==> src/sv/xxtea_block_encrypt_core_defines.svh <==
// assertion macros for the xxtea block encrypt core
// the enclosing module provides clock and reset
`ifndef XXTEA_BLOCK_ENCRYPT_CORE_DEFINES_SVH
`define XXTEA_BLOCK_ENCRYPT_CORE_DEFINES_SVH

// same-cycle implication
`define XBE_ASSERT_NOW(lbl, ante, cons) \
   lbl: assert property (@(posedge clock) disable iff (reset) (ante) |-> (cons)) \
      else $error("xbe check failed");

// next-cycle implication
`define XBE_ASSERT_NEXT(lbl, ante, cons) \
   lbl: assert property (@(posedge clock) disable iff (reset) (ante) |=> (cons)) \
      else $error("xbe check failed");

`endif

==> src/sv/xbe_pkg.sv <==
`timescale 1ns / 1ps
`default_nettype none

package xbe_pkg;

   localparam int XBE_MAX_WORDS = 64;
   localparam int XBE_QDEPTH = 4;
   localparam int XBE_BW_W = 7;
   localparam int XBE_ROUND_W = 6;
   localparam int XBE_BASE_ROUNDS = 6;
   localparam logic [31:0] XBE_DELTA = 32'h9e3779b9;

   // register map, one 32-bit word each
   typedef enum logic [2:0] {
      XBE_REG_BLOCK_WORDS,
      XBE_REG_KEY0,
      XBE_REG_KEY1,
      XBE_REG_KEY2,
      XBE_REG_KEY3
   } xbe_reg_type;

   typedef enum logic [1:0] {
      BK_LOAD,
      BK_PRIME,
      BK_ROUND,
      BK_DRAIN
   } xbe_state_type;

   // one queued plaintext word, tagged by the front
   typedef struct packed {
      logic [31:0] word;
      logic        first;
      logic        closes;
   } xbe_entry_type;

   typedef struct packed {
      logic loading;
      logic draining;
      logic pop;
   } xbe_status_type;

   // xxtea mixing function, key word already selected
   function automatic logic [31:0] xbe_mix(input logic [31:0] y, input logic [31:0] z,
                                           input logic [31:0] sum, input logic [31:0] key);
      logic [31:0] a;
      logic [31:0] b;
      a = ((z >> 5) ^ (y << 2)) + ((y >> 3) ^ (z << 4));
      b = (sum ^ y) + (key ^ z);
      return a ^ b;
   endfunction

   // 6 + 52 / n as a table
   function automatic logic [XBE_ROUND_W-1:0] xbe_rounds(input logic [XBE_BW_W-1:0] n);
      logic [XBE_ROUND_W-1:0] q;
      case (n) inside
         7'd1:        q = 6'd52;
         7'd2:        q = 6'd26;
         7'd3:        q = 6'd17;
         7'd4:        q = 6'd13;
         7'd5:        q = 6'd10;
         7'd6:        q = 6'd8;
         7'd7:        q = 6'd7;
         7'd8:        q = 6'd6;
         [7'd9:7'd10]:  q = 6'd5;
         [7'd11:7'd13]: q = 6'd4;
         [7'd14:7'd17]: q = 6'd3;
         [7'd18:7'd26]: q = 6'd2;
         [7'd27:7'd52]: q = 6'd1;
         default:     q = 6'd0;
      endcase
      return XBE_ROUND_W'(XBE_BASE_ROUNDS) + q;
   endfunction

endpackage

`default_nettype wire

==> src/sv/xbe_front.sv <==
`timescale 1ns / 1ps
`default_nettype none

module xbe_front #(
   parameter int MAX_WORDS = xbe_pkg::XBE_MAX_WORDS
) (
   input  logic                           clock,
   input  logic                           reset,
   input  logic                           req_valid,
   output logic                           req_stall,
   input  logic [31:0]                    req_plain_word,
   input  logic [$clog2(MAX_WORDS+1)-1:0] n_words,
   input  logic                           restart,
   input  logic                           q_full,
   output logic                           push,
   output xbe_pkg::xbe_entry_type         entry
);
   import xbe_pkg::*;

   localparam int CNT_W = $clog2(MAX_WORDS + 1);

   logic [CNT_W-1:0] cnt_ff;
   logic [CNT_W-1:0] cnt_in;
   logic             closes;

   assign req_stall = q_full;
   assign push      = req_valid & ~q_full;
   assign closes    = (cnt_ff == n_words - CNT_W'(1));

   always_comb begin
      entry.word   = req_plain_word;
      entry.first  = (cnt_ff == '0);
      entry.closes = closes;
      cnt_in       = cnt_ff;
      if (restart) begin
         cnt_in = '0;
      end else if (push) begin
         cnt_in = closes ? '0 : cnt_ff + CNT_W'(1);
      end
   end

   always_ff @(posedge clock) begin
      if (reset) begin
         cnt_ff <= '0;
      end else begin
         cnt_ff <= cnt_in;
      end
   end

endmodule

`default_nettype wire

==> src/sv/xbe_queue.sv <==
`timescale 1ns / 1ps
`default_nettype none

module xbe_queue (
   input  logic                   clock,
   input  logic                   reset,
   input  logic                   push,
   input  xbe_pkg::xbe_entry_type entry_in,
   input  logic                   pop,
   output logic                   full,
   output logic                   valid,
   output xbe_pkg::xbe_entry_type entry_out
);
   import xbe_pkg::*;

   localparam int PTR_W = $clog2(XBE_QDEPTH);

   xbe_entry_type     slot_ff [XBE_QDEPTH];
   logic [PTR_W-1:0]  wr_ptr_ff;
   logic [PTR_W-1:0]  wr_ptr_in;
   logic [PTR_W-1:0]  rd_ptr_ff;
   logic [PTR_W-1:0]  rd_ptr_in;
   logic [PTR_W:0]    count_ff;
   logic [PTR_W:0]    count_in;

   assign full      = (count_ff == (PTR_W+1)'(XBE_QDEPTH));
   assign valid     = (count_ff != '0);
   assign entry_out = slot_ff[rd_ptr_ff];

   always_comb begin
      wr_ptr_in = wr_ptr_ff;
      rd_ptr_in = rd_ptr_ff;
      count_in  = count_ff;
      if (push) begin
         wr_ptr_in = (wr_ptr_ff == PTR_W'(XBE_QDEPTH - 1)) ? '0 : wr_ptr_ff + PTR_W'(1);
      end
      if (pop) begin
         rd_ptr_in = (rd_ptr_ff == PTR_W'(XBE_QDEPTH - 1)) ? '0 : rd_ptr_ff + PTR_W'(1);
      end
      if (push && !pop) begin
         count_in = count_ff + (PTR_W+1)'(1);
      end else if (pop && !push) begin
         count_in = count_ff - (PTR_W+1)'(1);
      end
   end

   always_ff @(posedge clock) begin
      if (reset) begin
         wr_ptr_ff <= '0;
         rd_ptr_ff <= '0;
         count_ff  <= '0;
      end else begin
         wr_ptr_ff <= wr_ptr_in;
         rd_ptr_ff <= rd_ptr_in;
         count_ff  <= count_in;
      end
   end

   always_ff @(posedge clock) begin
      if (push) begin
         slot_ff[wr_ptr_ff] <= entry_in;
      end
   end

endmodule

`default_nettype wire

==> src/sv/xbe_back.sv <==
`timescale 1ns / 1ps
`default_nettype none

module xbe_back #(
   parameter int MAX_WORDS = xbe_pkg::XBE_MAX_WORDS
) (
   input  logic                           clock,
   input  logic                           reset,
   input  logic [$clog2(MAX_WORDS+1)-1:0] n_words,
   input  logic [3:0][31:0]               key,
   input  logic                           q_valid,
   input  xbe_pkg::xbe_entry_type         q_entry,
   output logic                           q_pop,
   output logic                           rsp_valid,
   input  logic                           rsp_stall,
   output logic [31:0]                    rsp_cipher_word,
   output logic                           rsp_last_word,
   output xbe_pkg::xbe_status_type        status
);
   import xbe_pkg::*;

   localparam int CNT_W = $clog2(MAX_WORDS + 1);
   localparam int IDX_W = $clog2(MAX_WORDS);
   localparam int RA_W  = $clog2(MAX_WORDS + 2);

   xbe_state_type          state_ff;
   xbe_state_type          state_in;
   logic [IDX_W-1:0]       wr_idx_ff;
   logic [IDX_W-1:0]       wr_idx_in;
   logic [31:0]            x_ff;
   logic [31:0]            x_in;
   logic [31:0]            z_ff;
   logic [31:0]            z_in;
   logic [31:0]            sum_ff;
   logic [31:0]            sum_in;
   logic [IDX_W-1:0]       p_ff;
   logic [IDX_W-1:0]       p_in;
   logic [XBE_ROUND_W-1:0] rounds_ff;
   logic [XBE_ROUND_W-1:0] rounds_in;
   logic                   fwd_ff;
   logic                   fwd_in;
   logic [CNT_W-1:0]       k_ff;
   logic [CNT_W-1:0]       k_in;
   logic                   rd_valid_ff;
   logic                   rd_valid_in;
   logic                   rd_last_ff;
   logic                   rd_last_in;
   logic                   out_valid_ff;
   logic                   out_valid_in;
   logic                   out_last_ff;
   logic [31:0]            out_word_ff;

   logic [31:0]            mem [MAX_WORDS];
   logic [31:0]            rd_data_ff;
   logic                   wr_en;
   logic [IDX_W-1:0]       wr_addr;
   logic [31:0]            wr_data;
   logic                   rd_en;
   logic [IDX_W-1:0]       rd_addr;

   logic [31:0]            y;
   logic [31:0]            new_word;
   logic [RA_W-1:0]        ra;
   logic [RA_W-1:0]        ra_mod;
   logic                   last_step;
   logic                   move_a;
   logic                   issue;
   logic [IDX_W-1:0]       load_idx;

   // y comes from the read port, or straight from z when that read hit the word just written
   assign y        = fwd_ff ? z_ff : rd_data_ff;
   assign new_word = x_ff + xbe_mix(y, z_ff, sum_ff, key[2'(p_ff) ^ sum_ff[3:2]]);
   assign last_step = (CNT_W'(p_ff) == n_words - CNT_W'(1));
   assign ra       = RA_W'(p_ff) + RA_W'(2);
   assign ra_mod   = (ra >= RA_W'(n_words)) ? ra - RA_W'(n_words) : ra;
   assign load_idx = q_entry.first ? '0 : wr_idx_ff;
   assign move_a   = rd_valid_ff & (~out_valid_ff | ~rsp_stall);

   always_comb begin
      state_in  = state_ff;
      wr_idx_in = wr_idx_ff;
      x_in      = x_ff;
      z_in      = z_ff;
      sum_in    = sum_ff;
      p_in      = p_ff;
      rounds_in = rounds_ff;
      fwd_in    = 1'b0;
      k_in      = k_ff;
      q_pop     = 1'b0;
      wr_en     = 1'b0;
      wr_addr   = p_ff;
      wr_data   = new_word;
      rd_en     = 1'b0;
      rd_addr   = '0;
      issue     = 1'b0;
      case (state_ff)
         BK_LOAD: begin
            if (q_valid) begin
               q_pop     = 1'b1;
               wr_en     = 1'b1;
               wr_addr   = load_idx;
               wr_data   = q_entry.word;
               wr_idx_in = load_idx + IDX_W'(1);
               if (q_entry.first) begin
                  x_in = q_entry.word;
               end
               if (q_entry.closes) begin
                  z_in = q_entry.word;
                  k_in = '0;
                  state_in = (n_words == CNT_W'(1)) ? BK_DRAIN : BK_PRIME;
               end
            end
         end
         BK_PRIME: begin
            rd_en     = 1'b1;
            rd_addr   = IDX_W'(1);
            sum_in    = XBE_DELTA;
            p_in      = '0;
            rounds_in = xbe_rounds(XBE_BW_W'(n_words)) - XBE_ROUND_W'(1);
            state_in  = BK_ROUND;
         end
         BK_ROUND: begin
            wr_en   = 1'b1;
            wr_addr = p_ff;
            wr_data = new_word;
            z_in    = new_word;
            x_in    = y;
            rd_en   = 1'b1;
            rd_addr = ra_mod[IDX_W-1:0];
            fwd_in  = (ra_mod[IDX_W-1:0] == p_ff);
            if (last_step) begin
               p_in = '0;
               if (rounds_ff == '0) begin
                  k_in     = '0;
                  state_in = BK_DRAIN;
               end else begin
                  rounds_in = rounds_ff - XBE_ROUND_W'(1);
                  sum_in    = sum_ff + XBE_DELTA;
               end
            end else begin
               p_in = p_ff + IDX_W'(1);
            end
         end
         BK_DRAIN: begin
            issue   = (k_ff != n_words) & (~rd_valid_ff | move_a);
            rd_en   = issue;
            rd_addr = k_ff[IDX_W-1:0];
            if (issue) begin
               k_in = k_ff + CNT_W'(1);
            end
            if (k_ff == n_words && !rd_valid_ff) begin
               state_in = BK_LOAD;
            end
         end
         default: begin
            state_in = BK_LOAD;
         end
      endcase
      rd_valid_in  = issue | (rd_valid_ff & ~move_a);
      rd_last_in   = issue ? (k_ff == n_words - CNT_W'(1)) : rd_last_ff;
      out_valid_in = move_a | (out_valid_ff & rsp_stall);
   end

   always_ff @(posedge clock) begin
      if (reset) begin
         state_ff     <= BK_LOAD;
         rd_valid_ff  <= 1'b0;
         out_valid_ff <= 1'b0;
      end else begin
         state_ff     <= state_in;
         rd_valid_ff  <= rd_valid_in;
         out_valid_ff <= out_valid_in;
      end
   end

   always_ff @(posedge clock) begin
      wr_idx_ff  <= wr_idx_in;
      x_ff       <= x_in;
      z_ff       <= z_in;
      sum_ff     <= sum_in;
      p_ff       <= p_in;
      rounds_ff  <= rounds_in;
      fwd_ff     <= fwd_in;
      k_ff       <= k_in;
      rd_last_ff <= rd_last_in;
      if (move_a) begin
         out_word_ff <= rd_data_ff;
         out_last_ff <= rd_last_ff;
      end
   end

   // block store
   always_ff @(posedge clock) begin
      if (wr_en) begin
         mem[wr_addr] <= wr_data;
      end
   end

   always_ff @(posedge clock) begin
      if (rd_en) begin
         rd_data_ff <= mem[rd_addr];
      end
   end

   assign rsp_valid       = out_valid_ff;
   assign rsp_cipher_word = out_word_ff;
   assign rsp_last_word   = out_last_ff;

   assign status.loading  = (state_ff == BK_LOAD);
   assign status.draining = (state_ff == BK_DRAIN);
   assign status.pop      = q_pop;

endmodule

`default_nettype wire

==> src/sv/xxtea_block_encrypt_core.sv <==
`timescale 1ns / 1ps
`default_nettype none
//  channel   ports                            direction  content
//  req       req_valid / req_stall            in         plain_word, one per transfer
//  rsp       rsp_valid / rsp_stall            out        cipher_word, last_word
//  csr       psel penable pwrite paddr ...    in / out   block_words, key words 0..3
//
//  a block of n words is loaded, primed, run through 6 + 52/n rounds and then
//  drained; the rounds make a single word update per cycle on the one-write,
//  one-read block store
//  a one-word block skips the rounds and is returned as it came
//  up to four words of the next block queue up while a block is worked on
//  reset is synchronous and clears control state only; no clearing pass

module xxtea_block_encrypt_core #(
   parameter int MAX_WORDS = xbe_pkg::XBE_MAX_WORDS
) (
   input  logic        clock,
   input  logic        reset,
   input  logic        req_valid,
   output logic        req_stall,
   input  logic [31:0] req_plain_word,
   output logic        rsp_valid,
   input  logic        rsp_stall,
   output logic [31:0] rsp_cipher_word,
   output logic        rsp_last_word,
   input  logic        psel,
   input  logic        penable,
   input  logic        pwrite,
   input  logic [4:0]  paddr,
   input  logic [31:0] pwdata,
   output logic [31:0] prdata,
   output logic        pready
);
   import xbe_pkg::*;

   `include "xxtea_block_encrypt_core_defines.svh"

   localparam int CNT_W = $clog2(MAX_WORDS + 1);

   logic [XBE_BW_W-1:0] bw_ff;
   logic [XBE_BW_W-1:0] bw_in;
   logic [3:0][31:0]    key_ff;
   logic [3:0][31:0]    key_in;
   logic                csr_wr;
   logic                restart;
   logic [CNT_W-1:0]    n_words;
   xbe_reg_type         reg_sel;

   logic                push;
   xbe_entry_type       front_entry;
   logic                q_full;
   logic                q_valid;
   logic                q_pop;
   xbe_entry_type       q_entry;
   xbe_status_type      bk_status;

   // register port: always ready, write on the access phase
   assign pready  = 1'b1;
   assign csr_wr  = psel & penable & pwrite & pready;
   assign reg_sel = xbe_reg_type'(paddr[4:2]);

   always_comb begin
      bw_in   = bw_ff;
      key_in  = key_ff;
      restart = 1'b0;
      if (csr_wr) begin
         case (reg_sel)
            XBE_REG_BLOCK_WORDS: begin
               bw_in   = pwdata[XBE_BW_W-1:0];
               restart = 1'b1;   // drops any partly loaded block
            end
            XBE_REG_KEY0: key_in[0] = pwdata;
            XBE_REG_KEY1: key_in[1] = pwdata;
            XBE_REG_KEY2: key_in[2] = pwdata;
            XBE_REG_KEY3: key_in[3] = pwdata;
            default: begin
            end
         endcase
      end
   end

   always_comb begin
      case (reg_sel)
         XBE_REG_BLOCK_WORDS: prdata = {{(32-XBE_BW_W){1'b0}}, bw_ff};
         XBE_REG_KEY0:        prdata = key_ff[0];
         XBE_REG_KEY1:        prdata = key_ff[1];
         XBE_REG_KEY2:        prdata = key_ff[2];
         XBE_REG_KEY3:        prdata = key_ff[3];
         default:             prdata = '0;
      endcase
   end

   always_ff @(posedge clock) begin
      if (reset) begin
         bw_ff  <= XBE_BW_W'(64);
         key_ff <= '0;
      end else begin
         bw_ff  <= bw_in;
         key_ff <= key_in;
      end
   end

   // zero words behaves as one, oversize saturates at the store depth
   always_comb begin
      if (bw_ff == '0) begin
         n_words = CNT_W'(1);
      end else if (bw_ff > XBE_BW_W'(MAX_WORDS)) begin
         n_words = CNT_W'(MAX_WORDS);
      end else begin
         n_words = CNT_W'(bw_ff);
      end
   end

   // front: takes transfers and tags block start and end
   xbe_front #(
      .MAX_WORDS (MAX_WORDS)
   ) u_front (
      .clock          (clock),
      .reset          (reset),
      .req_valid      (req_valid),
      .req_stall      (req_stall),
      .req_plain_word (req_plain_word),
      .n_words        (n_words),
      .restart        (restart),
      .q_full         (q_full),
      .push           (push),
      .entry          (front_entry)
   );

   // short queue between front and back
   xbe_queue u_queue (
      .clock     (clock),
      .reset     (reset),
      .push      (push),
      .entry_in  (front_entry),
      .pop       (q_pop),
      .full      (q_full),
      .valid     (q_valid),
      .entry_out (q_entry)
   );

   // back: block store, round engine and result output
   xbe_back #(
      .MAX_WORDS (MAX_WORDS)
   ) u_back (
      .clock           (clock),
      .reset           (reset),
      .n_words         (n_words),
      .key             (key_ff),
      .q_valid         (q_valid),
      .q_entry         (q_entry),
      .q_pop           (q_pop),
      .rsp_valid       (rsp_valid),
      .rsp_stall       (rsp_stall),
      .rsp_cipher_word (rsp_cipher_word),
      .rsp_last_word   (rsp_last_word),
      .status          (bk_status)
   );

   // effective block size always within the store
   `XBE_ASSERT_NOW(a_n_range, 1'b1, n_words != '0 && n_words <= CNT_W'(MAX_WORDS))
   // results only start while the back is draining the store
   `XBE_ASSERT_NOW(a_rsp_from_drain, $rose(rsp_valid), $past(bk_status.draining))
   // the queue only drains into the store while loading
   `XBE_ASSERT_NOW(a_pop_in_load, bk_status.pop, bk_status.loading && q_valid)
   // a word taken from the queue leaves the back loading, starting rounds or, for a one-word block, draining
   `XBE_ASSERT_NEXT(a_pop_then_no_rsp_start, bk_status.pop, !$rose(rsp_valid))

endmodule

`default_nettype wire

==> config.mk <==
export PLATFORM = sky130hd
export DESIGN_NAME = xxtea_block_encrypt_core
export DESIGN_NICKNAME = d
export VERILOG_FILES = /design/src/sv/xbe_pkg.sv /design/src/sv/xbe_front.sv /design/src/sv/xbe_queue.sv /design/src/sv/xbe_back.sv /design/src/sv/xxtea_block_encrypt_core.sv
export VERILOG_INCLUDE_DIRS = /design/src /design/src/sv
export SDC_FILE = /design/constraint.sdc
export NUM_CORES = 2
export LEC_CHECK = 0
export BUFFER_PORTS_ARGS = -buffer_cell sky130_fd_sc_hd__buf_2
export CORE_UTILIZATION = 55
export CTS_CLUSTER_SIZE = 14
export DETAILED_ROUTE_END_ITERATION = 16
export PLACE_DENSITY = 0.71
export SLEW_MARGIN = 20
export SYNTH_ARGS = -nofsm -noshare
export SYNTH_HDL_FRONTEND = slang
export SYNTH_HIERARCHICAL = 1
export SYNTH_SLANG_ARGS = --single-unit
==> constraint.sdc <==
create_clock -name clock -period 25.5 [get_ports clock]
set_input_delay 2.55 -clock clock [delete_from_list [all_inputs] [get_ports clock]]
set_output_delay 2.55 -clock clock [all_outputs]
set_load 0.01 [all_outputs]
==> flow_results.xml <==
<?xml version="1.0" encoding="UTF-8"?>
<metrics>
  <group name="sta">
    <metric name="post-route-period-util" unit="">0.362</metric>
    <metric name="tightestPinTransition" unit="ps">1180</metric>
    <metric name="fin_setup_tns" unit="ps">0</metric>
    <metric name="finClkSkew" unit="ps">90.4</metric>
    <metric name="finalCriticalPeriod" unit="ps">9230</metric>
    <metric name="maxSlewHeadroom" unit="">0.209</metric>
    <metric name="finalHoldViolations" unit="">0</metric>
    <metric name="report.final.setup_viol" unit="">0</metric>
    <metric name="rsz0062_at_grt" unit="">false</metric>
    <metric name="maxSlewViolCount" unit="">0</metric>
    <metric name="fin_hold_ws" unit="ps">487</metric>
    <metric name="fmaxAchievable" unit="MHz">108</metric>
  </group>
  <group name="clocking">
    <metric name="cts.hold.buffers_added" unit="">0</metric>
    <metric name="tritoncts" unit="">built</metric>
    <metric name="cts.repair.resized" unit="">0</metric>
    <metric name="clock_sink_count" unit="">2527</metric>
    <metric name="longest_clk_path_bufs" unit="">4</metric>
    <metric name="clock_latency" unit="ps">940</metric>
    <metric name="clock_tree.root_cell" unit="">sky130_fd_sc_hd__clkbuf_16</metric>
    <metric name="cts_post_setup_buffers_inserted" unit="">0</metric>
    <metric name="cts-buffers-inserted" unit="">277</metric>
    <metric name="clk_pin_slew_worst_paths" unit="ps">60</metric>
    <metric name="ctsHtreeMaxLevel" unit="">5</metric>
  </group>
  <group name="floorplan">
    <metric name="initial_core_util" unit="">0.555</metric>
    <metric name="chipHeight" unit="µm">449</metric>
    <metric name="top_level_ports" unit="">144</metric>
    <metric name="placementRows" unit="">163</metric>
    <metric name="die_w" unit="µm">449</metric>
    <metric name="floorplan.core_area" unit="µm²">198000</metric>
    <metric name="fp.dieArea" unit="µm²">202000</metric>
  </group>
  <group name="route">
    <metric name="route.detailed.wl_per_inst" unit="µm">29.1</metric>
    <metric name="dr.first_iter.drc_count" unit="">9398</metric>
    <metric name="first_pass_iters" unit="">6</metric>
    <metric name="via_per_inst" unit="">6.50</metric>
    <metric name="post-route-drc-count" unit="">0</metric>
    <metric name="route.antenna.remaining_nets" unit="">0</metric>
    <metric name="route.final.wire_length" unit="µm">325000</metric>
    <metric name="via_count" unit="">72700</metric>
  </group>
  <group name="cells_and_area">
    <metric name="register_area" unit="µm²">74300</metric>
    <metric name="layout-drive-gt1-share" unit="">0.112</metric>
    <metric name="area_growth" unit="%">11.0</metric>
    <metric name="final_net_count" unit="">8566</metric>
    <metric name="multi_input_comb_area" unit="µm²">33600</metric>
    <metric name="layout.filler_cells" unit="">14500</metric>
    <metric name="layout.cells.non_filler" unit="">11200</metric>
  </group>
  <group name="worst_setup_path">
    <metric name="worstSetupStartpointType" unit="">flop</metric>
    <metric name="criticalPathCategory" unit="">flop to flop</metric>
    <metric name="worst-endpoint-required" unit="ps">25990</metric>
    <metric name="crit_path_start" unit="">u_back/p_ff[1]</metric>
    <metric name="critical_path.endpoint_type" unit="">flop</metric>
    <metric name="critical_path_peak_fanout" unit="">133</metric>
    <metric name="critPathArrivalTime" unit="ps">9720</metric>
    <metric name="r2r-start" unit="">u_back/p_ff[1]</metric>
  </group>
  <group name="synthesis">
    <metric name="yosys_warnings" unit="">6</metric>
    <metric name="syn-mean-instance-area" unit="µm²">13.3</metric>
    <metric name="synthesis.instances" unit="">8274</metric>
    <metric name="synthesis.area" unit="µm²">110000</metric>
    <metric name="mappedNetlistNets" unit="">8487</metric>
  </group>
  <group name="min_path">
    <metric name="worst_hold_path_type" unit="">flop to flop</metric>
    <metric name="start_point_of_the_worst_min_delay_path" unit="">u_back/rd_data_ff[23]</metric>
  </group>
  <group name="job">
    <metric name="maxCapViolCount" unit="">0</metric>
  </group>
  <group name="run_status">
    <metric name="status" unit="">completed</metric>
  </group>
  <group name="placement">
    <metric name="place.detailed.hpwl" unit="µm">184000</metric>
    <metric name="dp.cells" unit="">10700</metric>
    <metric name="place_congestion" unit="">0.906</metric>
    <metric name="port_buffers" unit="">140</metric>
  </group>
  <group name="global_route">
    <metric name="initial_antenna_violation_count" unit="">14</metric>
    <metric name="grt_use_total" unit="">0.317</metric>
    <metric name="overflow" unit="">0</metric>
    <metric name="grt_pass1_vias" unit="">69400</metric>
    <metric name="first_pass_grt_wire_length" unit="µm">469000</metric>
    <metric name="pin_count_of_the_biggest_net_entering_global_routing" unit="">161</metric>
  </group>
</metrics>
[area by class of cell]
class                   instances  share of cell area
well taps                    2640              0.0270
repair buffers                347              0.0197
flip-flops and latches       2527               0.609
multi-input cells            5138               0.275
diodes                         10            0.000205
clock buffers                 359              0.0604
inverters                      62             0.00191
clock inverters               105             0.00705
[metal layers]
metal | global-route usage | share of wire
met1 | 0.418 | 0.37
met2 | 0.507 | 0.47
met3 | 0.0575 | 0.10
met4 | 0.160 | 0.057
met5 | 0 | 0.00026
[cell usage in the layout, fill, tap and decap left out, types with 21 or more instances in the layout]
cell type,n
sky130_fd_sc_hd__a2111oi_0,25
sky130_fd_sc_hd__a211oi_1,264
sky130_fd_sc_hd__a21o_1,61
sky130_fd_sc_hd__a21oi_1,191
sky130_fd_sc_hd__a221oi_1,44
sky130_fd_sc_hd__a22oi_1,28
sky130_fd_sc_hd__a31oi_1,196
sky130_fd_sc_hd__a32oi_1,53
sky130_fd_sc_hd__and2_1,21
sky130_fd_sc_hd__and3_1,243
sky130_fd_sc_hd__buf_2,139
sky130_fd_sc_hd__buf_4,196
sky130_fd_sc_hd__clkbuf_1,74
sky130_fd_sc_hd__clkbuf_16,282
sky130_fd_sc_hd__clkinv_1,51
sky130_fd_sc_hd__clkinv_2,27
sky130_fd_sc_hd__dfxtp_1,154
sky130_fd_sc_hd__edfxtp_1,2371
sky130_fd_sc_hd__ha_1,131
sky130_fd_sc_hd__inv_1,59
sky130_fd_sc_hd__mux2_2,44
sky130_fd_sc_hd__mux2i_1,363
sky130_fd_sc_hd__mux4_2,62
sky130_fd_sc_hd__nand2_1,1490
sky130_fd_sc_hd__nand2b_1,159
sky130_fd_sc_hd__nand3_1,549
sky130_fd_sc_hd__nand4_1,78
sky130_fd_sc_hd__nor2_1,129
sky130_fd_sc_hd__nor2_4,69
sky130_fd_sc_hd__nor2b_1,55
sky130_fd_sc_hd__nor3_1,37
sky130_fd_sc_hd__o2111ai_1,46
sky130_fd_sc_hd__o21ai_0,155
sky130_fd_sc_hd__o22ai_1,33
sky130_fd_sc_hd__or3_1,21
sky130_fd_sc_hd__xnor2_1,224
sky130_fd_sc_hd__xor2_1,93
[flip-flops by register name (all words and copies together) (netlist names), 32 cells and up, named ones only]
name,cells
key_ff,128
u_back/z_ff,32
u_queue/slot_ff,136
u_back/mem,2048
u_back/sum_ff,32
u_back/x_ff,32
u_back/rd_data_ff,32
u_back/rsp_cipher_word,32
[critical path, cell delays in order (launching register included)]
cell	delay (ps)
sky130_fd_sc_hd__edfxtp_1	940
sky130_fd_sc_hd__ha_1	360
sky130_fd_sc_hd__xor2_1	250
sky130_fd_sc_hd__ha_1	320
sky130_fd_sc_hd__o21a_1	140
sky130_fd_sc_hd__o31a_4	140
sky130_fd_sc_hd__o31ai_4	210
sky130_fd_sc_hd__a211oi_2	150
sky130_fd_sc_hd__o211ai_4	190
sky130_fd_sc_hd__buf_4	540
sky130_fd_sc_hd__and2_4	520
sky130_fd_sc_hd__buf_4	510
sky130_fd_sc_hd__buf_4	590
sky130_fd_sc_hd__buf_12	610
sky130_fd_sc_hd__buf_4	740
sky130_fd_sc_hd__mux2i_1	260
sky130_fd_sc_hd__a211oi_1	100
sky130_fd_sc_hd__a2111oi_1	1030
sky130_fd_sc_hd__nand4_1	460
sky130_fd_sc_hd__nand4b_1	510
[path summary, 6_finish.rpt]
kind / endpoint / slack [ps] / depth (start not counted)
max: u_back/rd_data_ff[25] / 16270 / 19
min: u_back/rsp_cipher_word[23] / 490 / 0
max reg2reg: u_back/rd_data_ff[25] / 16270 / 19
min reg2reg: u_back/rsp_cipher_word[23] / 490 / 0
[through the flow]
stage | area, µm² | setup slack (ps) | utilization
3_5_place_dp | 114000 | 16440 | 0.575
6_report | 122000 | 16270 | 0.617
2_1_floorplan | 110000 | 16090 | -
5_1_grt | 122000 | 15930 | 0.617
4_1_cts | 122000 | 16400 | 0.616
3_3_place_gp | 114000 | 16480 | 0.575
Power is not shown: default switching activity piles up to over one toggle a cycle in this logic, so the estimate is an artifact.
